===== src/hw/rtl/glyph_column_rasterizer_macros.svh =====
// Assertion macros shared by the glyph column rasterizer RTL.
`ifndef GLYPH_COLUMN_RASTERIZER_MACROS_SVH
`define GLYPH_COLUMN_RASTERIZER_MACROS_SVH

// Check a property while out of reset.
`define GCR_ASSERT(lbl, prop, msg) \
  lbl: assert property (@(posedge clk) disable iff (!rst_n) prop) else $error(msg);

// Check a property at every edge, reset included.
`define GCR_ASSERT_RST(lbl, prop, msg) \
  lbl: assert property (@(posedge clk) prop) else $error(msg);

`endif


===== src/hw/rtl/gcr_pkg.sv =====
// Shared types and constants of the glyph column rasterizer.
package gcr_pkg;

  localparam int TABLES_DEF   = 8;
  localparam int CHARS_DEF    = 128;
  localparam int STRIDE_DEF   = 64;
  localparam int MAX_ROWS_DEF = 32;

  localparam int GLYPH_AW    = 16;
  localparam int GLYPH_DEPTH = 1 << GLYPH_AW;

  localparam int ACTION_W    = 3;
  localparam int IN_DATA_W   = 40;
  localparam int OUT_DATA_W  = 48;
  localparam int CFG_INDEX_W = 3;
  localparam int CFG_DATA_W  = 16;

  localparam logic [ACTION_W-1:0] ACT_WRITE = 3'd0;
  localparam logic [ACTION_W-1:0] ACT_FIRST = 3'd1;
  localparam logic [ACTION_W-1:0] ACT_CHAR  = 3'd2;
  localparam logic [ACTION_W-1:0] ACT_PULL  = 3'd3;
  localparam logic [ACTION_W-1:0] ACT_START = 3'd4;

  localparam logic [CFG_INDEX_W-1:0] REG_INK    = 3'd0;
  localparam logic [CFG_INDEX_W-1:0] REG_PAPER  = 3'd1;
  localparam logic [CFG_INDEX_W-1:0] REG_GAP    = 3'd2;
  localparam logic [CFG_INDEX_W-1:0] REG_ROWS   = 3'd3;
  localparam logic [CFG_INDEX_W-1:0] REG_CBYTES = 3'd4;

  localparam logic KIND_ADVANCE = 1'b0;
  localparam logic KIND_PIXEL   = 1'b1;

  localparam logic [7:0]  SELECT_CODES     = 8'd9;
  localparam logic [2:0]  MAX_COLUMN_BYTES = 3'd4;
  localparam logic [15:0] INK_RESET        = 16'hFFFF;
  localparam logic [15:0] PAPER_RESET      = 16'h0000;
  localparam logic [4:0]  GAP_RESET        = 5'd0;
  localparam logic [5:0]  ROWS_RESET       = 6'd8;
  localparam logic [2:0]  CBYTES_RESET     = 3'd1;

  localparam int OUT_DEPTH = 4;
  localparam int OUT_CNT_W = $clog2(OUT_DEPTH + 1);

  typedef struct packed {
    logic        kind;
    logic [15:0] pixel_color;
    logic        last_of_glyph;
    logic [8:0]  char_advance;
    logic [15:0] text_width;
  } gcr_result_t;

endpackage


===== src/hw/rtl/gcr_out_fifo.sv =====
// Output result queue between the render pipeline and the out channel.
module gcr_out_fifo (
  input  logic                         clk,
  input  logic                         rst_n,
  input  logic                         push,
  input  gcr_pkg::gcr_result_t         push_data,
  input  logic                         pop,
  output gcr_pkg::gcr_result_t         head,
  output logic                         valid,
  output logic [gcr_pkg::OUT_CNT_W-1:0] count
);
  import gcr_pkg::*;

  localparam int PTR_W = $clog2(OUT_DEPTH);

  gcr_result_t            mem [OUT_DEPTH];
  logic [PTR_W-1:0]       wr_ptr_r;
  logic [PTR_W-1:0]       rd_ptr_r;
  logic [OUT_CNT_W-1:0]   cnt_r;
  logic [OUT_CNT_W-1:0]   cnt_nxt;
  logic                   do_pop;

  assign do_pop = pop && (cnt_r != '0);

  always_comb begin
    cnt_nxt = cnt_r;
    if (push && !do_pop) begin
      cnt_nxt = cnt_r + OUT_CNT_W'(1);
    end else if (!push && do_pop) begin
      cnt_nxt = cnt_r - OUT_CNT_W'(1);
    end
  end

  always_ff @(posedge clk) begin
    if (push) begin
      mem[wr_ptr_r] <= push_data;
    end
  end

  always_ff @(posedge clk) begin
    if (!rst_n) begin
      wr_ptr_r <= '0;
      rd_ptr_r <= '0;
      cnt_r    <= '0;
    end else begin
      if (push) begin
        wr_ptr_r <= wr_ptr_r + PTR_W'(1);
      end
      if (do_pop) begin
        rd_ptr_r <= rd_ptr_r + PTR_W'(1);
      end
      cnt_r <= cnt_nxt;
    end
  end

  assign head  = mem[rd_ptr_r];
  assign valid = (cnt_r != '0);
  assign count = cnt_r;

endmodule


===== config.mk =====
export PLATFORM = sky130hd
export DESIGN_NAME = gcr_out_fifo
export DESIGN_NICKNAME = d
export VERILOG_FILES = /design/src/hw/rtl/glyph_column_rasterizer_macros.svh /design/src/hw/rtl/gcr_pkg.sv /design/src/hw/rtl/gcr_out_fifo.sv
export SDC_FILE = /design/constraint.sdc
export NUM_CORES = 1
export LEC_CHECK = 0
export BUFFER_PORTS_ARGS = -buffer_cell sky130_fd_sc_hd__buf_4
export CORE_ASPECT_RATIO = 1.25
export CORE_UTILIZATION = 25
export CTS_BUF_LIST = sky130_fd_sc_hd__clkbuf_2 sky130_fd_sc_hd__clkbuf_4 sky130_fd_sc_hd__clkbuf_8
export DETAILED_ROUTE_END_ITERATION = 6
export PLACE_DENSITY_LB_ADDON = 0.12
export SYNTH_ARGS = -nofsm -noshare
export SYNTH_HDL_FRONTEND = slang
export SYNTH_SLANG_ARGS = --single-unit

===== constraint.sdc =====
create_clock -name clk -period 2.6 [get_ports clk]
set_clock_uncertainty 0.15 [all_clocks]
set_input_delay 0.52 -clock clk [delete_from_list [all_inputs] [get_ports clk]]
set_output_delay 0.52 -clock clk [all_outputs]
set_load 0.1 [all_outputs]

## Word-level counts from Yosys, hierarchy flattened

Memory sizes are Yosys's and may differ from the RTL's. A register that Yosys moved wholly into a read port is not among the register bits.
Index checks and enable logic that the tools add are counted.

- $add $sub $neg: 4
- Muxes and demuxes: 6
- Reduce and logical (&&, ||, !) cells: 7

Operator list:

| kind | count |
|---|---|
| 3-bit two-way mux | 2 |
| 2-bit by 1-bit adder with 2-bit output, second input constant | 2 |
| 2-bit two-way mux | 2 |
| 3-bit by 1-bit adder with 3-bit output, second input constant | 1 |
| 1-bit logical AND | 3 |
| 3-bit nonzero test | 1 |
| 3-bit by 1-bit subtractor with 3-bit output, second input constant | 1 |
| 1-bit zero test | 2 |
| 1-bit two-way mux | 2 |
| 2-bit nonzero test | 1 |

- Memories: 1
- Input bits: 47
- Register bits: 7
- Logic and storage cells: 21
- Output and inout bits: 47
- Bits in writable memories: 172

Memory list:

| memory | words | width | rd ports | clocked after Yosys merged registers in | wr ports | line | text |
|---|---|---|---|---|---|---|---|
| mem | 4 | 43 | 1 | 1 | 1 | gcr_out_fifo.sv:16 | `gcr_result_t mem [OUT_DEPTH];` |

## Logic depth before layout (Yosys ltp)

Gate-level depths: netlist of run 1.

- Depth in word-level cells: 5
- Depth in mapped cells: 7
- Mapped depth without buffers: 7

## Worst setup path after synthesis of run 1

No wires, ideal clock.

- Kind: reg2out
- Start point: reg cnt_r[0], in the netlist count[0]
- End point: out valid
- Path slack: 0.020 ns
- Data required time: 1.930 ns
- Data arrival time: 1.910 ns
- Buffers on the path: 0
- Cell stages (with the launch flop): 2
- Cell sequence: dfxtp_1 -> or3_1

- Longest elaborated chain between the ends: 1

Ends and longest elaborated chain:

| element | line | text |
|---|---|---|
| start, declared | gcr_out_fifo.sv:19 | `logic [OUT_CNT_W-1:0] cnt_r;` |
| start signal, assigned | gcr_out_fifo.sv:52 | `cnt_r <= cnt_nxt;` |
| 3-bit nonzero test | gcr_out_fifo.sv:57 | `assign valid = (cnt_r != '0);` |
| end, declared | gcr_out_fifo.sv:9 | `output logic valid,` |

Every way passes these cells.

==> results of run 1 <==
==> cell usage in the layout (no fill, tap or decap), types with 4 or more instances in the layout <==
| master | instances |
|---|---|
| buf_12 | 9 |
| edfxtp_1 | 172 |
| buf_4 | 56 |
| inv_6 | 5 |
| and2_2 | 4 |
| ha_1 | 5 |
| dfxtp_1 | 7 |
| clkbuf_8 | 17 |
| and2_1 | 5 |
| buf_6 | 40 |
| mux4_2 | 41 |
| buf_8 | 5 |
==> kinds of logic (layout without fill, tap and decap cells) <==
family / Yosys count / count (layout) / synth area share (%)
AO/OA/AOI/OAI: 4 / 4 / 0.744
buffers and inverters: 13 / 148 / 1.88
XOR/XNOR: 5 / 5 / 0.651
adder cells (fa/ha/maj): 6 / 6 / 1.23
AND/OR/NAND/NOR: 13 / 13 / 1.21
flip-flops: 181 / 181 / 79.4
other: 0 / 1 / 0
multiplexers: 45 / 45 / 14.9
==> registers in the layout, indices dropped and copies added, names as in the netlist, named ones only <==
name,cells
count,3
rd_ptr_r,2
mem,172
wr_ptr_r,2
==> per-layer routing <==
| layer | share of wire (%) | vias up | routed length, um |
|---|---|---|---|
| met3 | 3.2 | 14 | 446 |
| met1 | 44 | 1621 | 6120 |
| met5 | 0 | - | 0 |
| met4 | 1.7 | 0 | 234 |
| li1 | - | 1371 | - |
| met2 | 51 | 63 | 7210 |
==> path summary, 6_finish.rpt <==
check / start / to / depth (start not counted)
setup / recovery: register / head[41] / 4
hold / removal: push_data[33] / mem[2][33]$_DFFE_PP_ / 1
setup reg to reg: count[0]$_SDFFE_PN0P_ / count[2]$_SDFFE_PN0P_ / 7
hold reg to reg: wr_ptr_r[1]$_SDFFE_PN0P_ / wr_ptr_r[1]$_SDFFE_PN0P_ / 2
==> metrics by stage <==
| step | setup TNS, ns | instance area [sq um] |
|---|---|---|
| 6_report | 0 | 8630 |
| 5_1_grt | -0.718 | 8630 |
| 4_1_cts | -1.79 | 8490 |
| 3_5_place_dp | 0 | 7950 |
| 3_3_place_gp | 0 | 7950 |
| 2_1_floorplan | 0 | 6730 |
==> power breakdown <==
| group | leakage (nW) | total, mW | switching, mW | internal [mW] |
|---|---|---|---|---|
| registers | 1.65 | 3.46 | 0.0894 | 3.37 |
| clock network | 0.185 | 1.84 | 1.06 | 0.782 |
| logic | 1.02 | 4.43 | 3.01 | 1.43 |
==> final cells by class <==
cell class | count | area [sq um] | area share (%)
repair buffers | 113 | 1200 | 13.9
diodes | 1 | 2.50 | 0.0290
clock buffers | 17 | 234 | 2.71
well taps | 340 | 425 | 4.93
flip-flops and latches | 181 | 5350 | 62.0
inverters | 3 | 11.3 | 0.130
clock inverters | 15 | 145 | 1.68
multi-input cells | 73 | 1260 | 14.6
==> timing repair <==
item                       in CTS  in global routing
cloned                          1                  2
resized for setup              34                 18
hold endpoints to repair        0                  0
setup endpoints to repair      40                 36
setup buffers                   1                  3
==> flow_summary.ini, run 1 <==
[grt]
grt.total_usage_pct = 10.6
grt_pass1_wl_mm = 20.6
first_global_vias = 3287
overflow = 0
grt_util_met3_pct = 2.91
busiest_layer = met2
antenna_found_initial = 1
grt_util_met2_pct = 17.4
grt.met1_usage_pct = 13.1
grt_max_degree = 26

[placement]
gp_congestion = 0.691
hpwl_mm = 8.33
dp_slack_ns = 0.370
port_buffers = 93
dp.cells = 703

[clock_network]
hold_buffers = 0
clk_path_buf_depth = 2
clkLatencyLatePin_ns = 0.45
cts_tree = done
cts-root-buf = clkbuf_8
clk_pin_slew_ns = 0.10
cts-htree-levels = 4
clock_sinks = 181
numCtsBuffers = 17

[die]
ios = 94
start_util_pct = 25.6
die_x_um = 149
core_area_sq_mm = 0.0263
num_rows = 66
die_area_sq_mm = 0.0276
fp.dieH_um = 185

[timing]
holdWs_ns = 0.108
finalCriticalPeriod_ns = 2.56
setup_ws_ns = 0.0442
max_freq_ghz = 0.391
final_hold_viol_count = 0
max_slew_margin_pct = 69.9
drv_slew = 0
final-setup-viol-count = 0
worstMarginPinSlew_ns = 0.452
final.period_utilization_pct = 98.3
rsz0062_at_grt = yes

[synthesis]
synth_most_common_cell = edfxtp_1
synth_top_cell_area_share_pct = 76.8
synth-seq-cells = 181
synth-seq-area-share_pct = 79.4
synth.area.top_cells = edfxtp_1 (77%), mux4_2 (13%), dfxtp_1 (2.7%), buf_12 (1.2%), mux4_1 (1.2%)
synthCells = 267
synth.largest_area_cell = edfxtp_1
synthFlopType = edfxtp_1
synth_nets = 320
syn_avg_cell_area_sq_um = 25.2
ys_types = 21
synth_common_cells = edfxtp_1 (172), mux4_2 (40), and2_1 (9), dfxtp_1 (9), ha_1 (5)
synthArstFlopShare_pct = 0
synth_edf_count = 172
synth_warnings = 0
syn_area_sq_mm = 0.00673

[run]
drv_cap = 0

[run_status]
status = finished clean

[drt]
firstDrtPassIters = 4
num_vias = 3069
viasPerCell = 4.13
drt_iter0_drc = 135
drc_errors = 0
wl_per_cell_um = 18.9
drt-total-wl_mm = 14.0
ant_nets = 0

[setup_path]
path_cells = buf_12, buf_12, mux4_2, buf_6
crit_top_cell = buf_12
worstPathMaxFanout = 9
crit_arrival_ns = 1.89
slowest_delay_ns = 0.54
worst_setup_path_start_kind = register
critPathCaptureType = primary output
crit_buf_inv = 3
cp_top_family = multiplexers
required_ns = 1.93
cp_slowest_cell = mux4_2
rrSetupSlack_ns = 0.37
crit_type = register to primary output

[layout]
stdcell_count = 743
utilization_pct = 32.9
drive_gt1_share_pct = 48.0
area_growth_pct = 28.3
final_nets = 442
n_fill_cell = 2520

[power_and_ir_drop]
power_density_mw_per_mm2 = 1130
total_power_mw = 9.73
ir_worst_vdd_mv = 0.613
power_leakage_nw = 2.86

[min_path]
hp-class = input port to register
Power figures use the tool's default switching activity.
==> run 2, diff against run 1 <==
--- a/config.mk
+++ b/config.mk
@@ -6,6 +6,8 @@
 export NUM_CORES = 1
 export LEC_CHECK = 0
 export BUFFER_PORTS_ARGS = -buffer_cell sky130_fd_sc_hd__buf_4
+export CELL_PAD_IN_SITES_DETAIL_PLACEMENT = 1
+export CELL_PAD_IN_SITES_GLOBAL_PLACEMENT = 1
 export CORE_ASPECT_RATIO = 1.25
 export CORE_UTILIZATION = 25
 export CTS_BUF_LIST = sky130_fd_sc_hd__clkbuf_2 sky130_fd_sc_hd__clkbuf_4 sky130_fd_sc_hd__clkbuf_8
==> flow_summary.ini, run 2 (same netlist as run 1, synthesis figures left out) <==
[die]
core_area_sq_mm = 0.0263
fp.dieH_um = 185
start_util_pct = 25.6
die_area_sq_mm = 0.0276
die_x_um = 149
ios = 94
num_rows = 66

[placement]
dp.cells = 702
gp_congestion = 0.657
port_buffers = 93
hpwl_mm = 8.85

[clock_network]
numCtsBuffers = 17
clk_pin_slew_ns = 0.09
cts-root-buf = clkbuf_8
clkLatencyLatePin_ns = 0.46
clk_path_buf_depth = 2
cts-htree-levels = 4
clock_sinks = 181
hold_buffers = 0
cts_tree = done

[setup_path]
path_cells = buf_12, mux4_2, buf_6
crit_buf_inv = 2
crit_type = register to primary output
crit_arrival_ns = 1.87
required_ns = 1.93
critPathCaptureType = primary output
worst_setup_path_start_kind = register
cp_slowest_cell = mux4_2
worstPathMaxFanout = 17
slowest_delay_ns = 0.56
cp_top_family = multiplexers

[grt]
grt_max_degree = 27
grt_pass1_wl_mm = 21.2
first_global_vias = 3416
grt.total_usage_pct = 11.0
antenna_found_initial = 1
overflow = 0

[drt]
firstDrtPassIters = 4
drt_iter0_drc = 80
drc_errors = 0
ant_nets = 0
viasPerCell = 4.13
drt-total-wl_mm = 14.2
num_vias = 3045
wl_per_cell_um = 19.3

[timing]
final.period_utilization_pct = 97.7
drv_slew = 0
max_slew_margin_pct = 68.3
finalCriticalPeriod_ns = 2.54
max_freq_ghz = 0.393
rsz0062_at_grt = yes
worstMarginPinSlew_ns = 0.475
holdWs_ns = 0.104
final-setup-viol-count = 0
final_hold_viol_count = 0

[power_and_ir_drop]
ir_worst_vdd_mv = 0.523
power_leakage_nw = 2.83
combPwrFrac_pct = 44.0
internal_power_mw = 5.54
power_switching_mw = 4.05
pwr-share-seq_pct = 36.4
clkPwrFrac_pct = 19.6
swShare_pct = 42.2
power_density_mw_per_mm2 = 1120

[layout]
drive_gt1_share_pct = 47.5
largest_register_ffs = 172
stdcell_count = 738
final_nets = 438
mostFrequentLayoutCell = edfxtp_1
antenna_cells = 0
layout_common_cells = edfxtp_1 (172), buf_4 (58), mux4_2 (41), buf_6 (37), clkbuf_8 (17)
area_growth_pct = 27.3
regMostFlops = mem

[run]
drv_cap = 0

[min_path]
hp-class = input port to register

[run_status]
status = finished clean
[run 2: cell count changes in the layout (fill, tap and decap cells not counted), moves of 2 or more]
cell,delta
buf_8,-4
buf_12,+3
buf_6,-3
clkbuf_4,+3
inv_6,-3
buf_4,+2
inv_8,-2
[run 2: repair_timing]
item	CTS	global route
setup buffers	2	1
endpoints found under the setup margin	36	34
cloned	0	1
gates resized for setup	21	20
[run 2: worst register-to-register path, stage by stage, from the launching register on]
cell      delay, ns
dfxtp_1        0.41
o31ai_4        0.31
ha_1           0.22
inv_1          0.06
fa_1           0.37
xor2_1         0.18
or3_1          0.30
a21boi_0       0.18
[run 2: layout make-up]
class | instances | area, sq um
timing repair buffer | 109 | 1130
fill | 2622 | 17700
tap | 340 | 425
clock buffer | 20 | 256
multi-input combinational | 73 | 1260
inverter | 3 | 11.3
sequential | 181 | 5350
clock inverter | 12 | 130
[run 2: final timing paths]
path                       startpoint                  endpoint  slack [ns]  cells after the start
max                          register                   head[6]        0.06                      3
min                     push_data[15]      mem[0][15]$_DFFE_PP_        0.10                      1
max reg2reg     count[1]$_SDFFE_PN0P_     count[2]$_SDFFE_PN0P_        0.36                      7
min reg2reg  wr_ptr_r[1]$_SDFFE_PN0P_  wr_ptr_r[1]$_SDFFE_PN0P_        0.42                      2
[run 2: power groups by stage]
| stage | logic [mW] | registers, mW | clock network [mW] |
|---|---|---|---|
| detailed placement | 3.98 | 3.58 | 0 |
| floorplan | 3.15 | 3.61 | 0 |
| global placement | 3.97 | 3.57 | 0 |
| CTS | 4.14 | 3.49 | 1.96 |
| finish | 4.22 | 3.49 | 1.88 |
| global route | 4.39 | 3.51 | 2.06 |
[run 2: metal layers]
metal | track usage (%) | share of wire [%] | vias up
met5 | 0 | 0.12 | -
met4 | 4.65 | 1.5 | 2
met3 | 3.08 | 3.8 | 15
met2 | 18.9 | 53 | 55
met1 | 12.7 | 42 | 1611
li1 | - | - | 1362
[run 2: per-stage QoR]
| stage | TNS [ns] | cell area, sq um | power (mW) | worst slack (ns) | util, % |
|---|---|---|---|---|---|
| 2_1_floorplan | 0 | 6730 | 6.76 | 0.0203 | - |
| 3_3_place_gp | 0 | 7990 | 7.54 | 0.335 | 30.4 |
| 3_5_place_dp | 0 | 7990 | 7.56 | 0.342 | 30.4 |
| 4_1_cts | -0.0522 | 8460 | 9.60 | -0.0421 | 32.2 |
| 5_1_grt | -0.264 | 8570 | 9.97 | -0.0373 | 32.6 |
| 6_report | 0 | 8570 | 9.59 | 0.0586 | 32.6 |
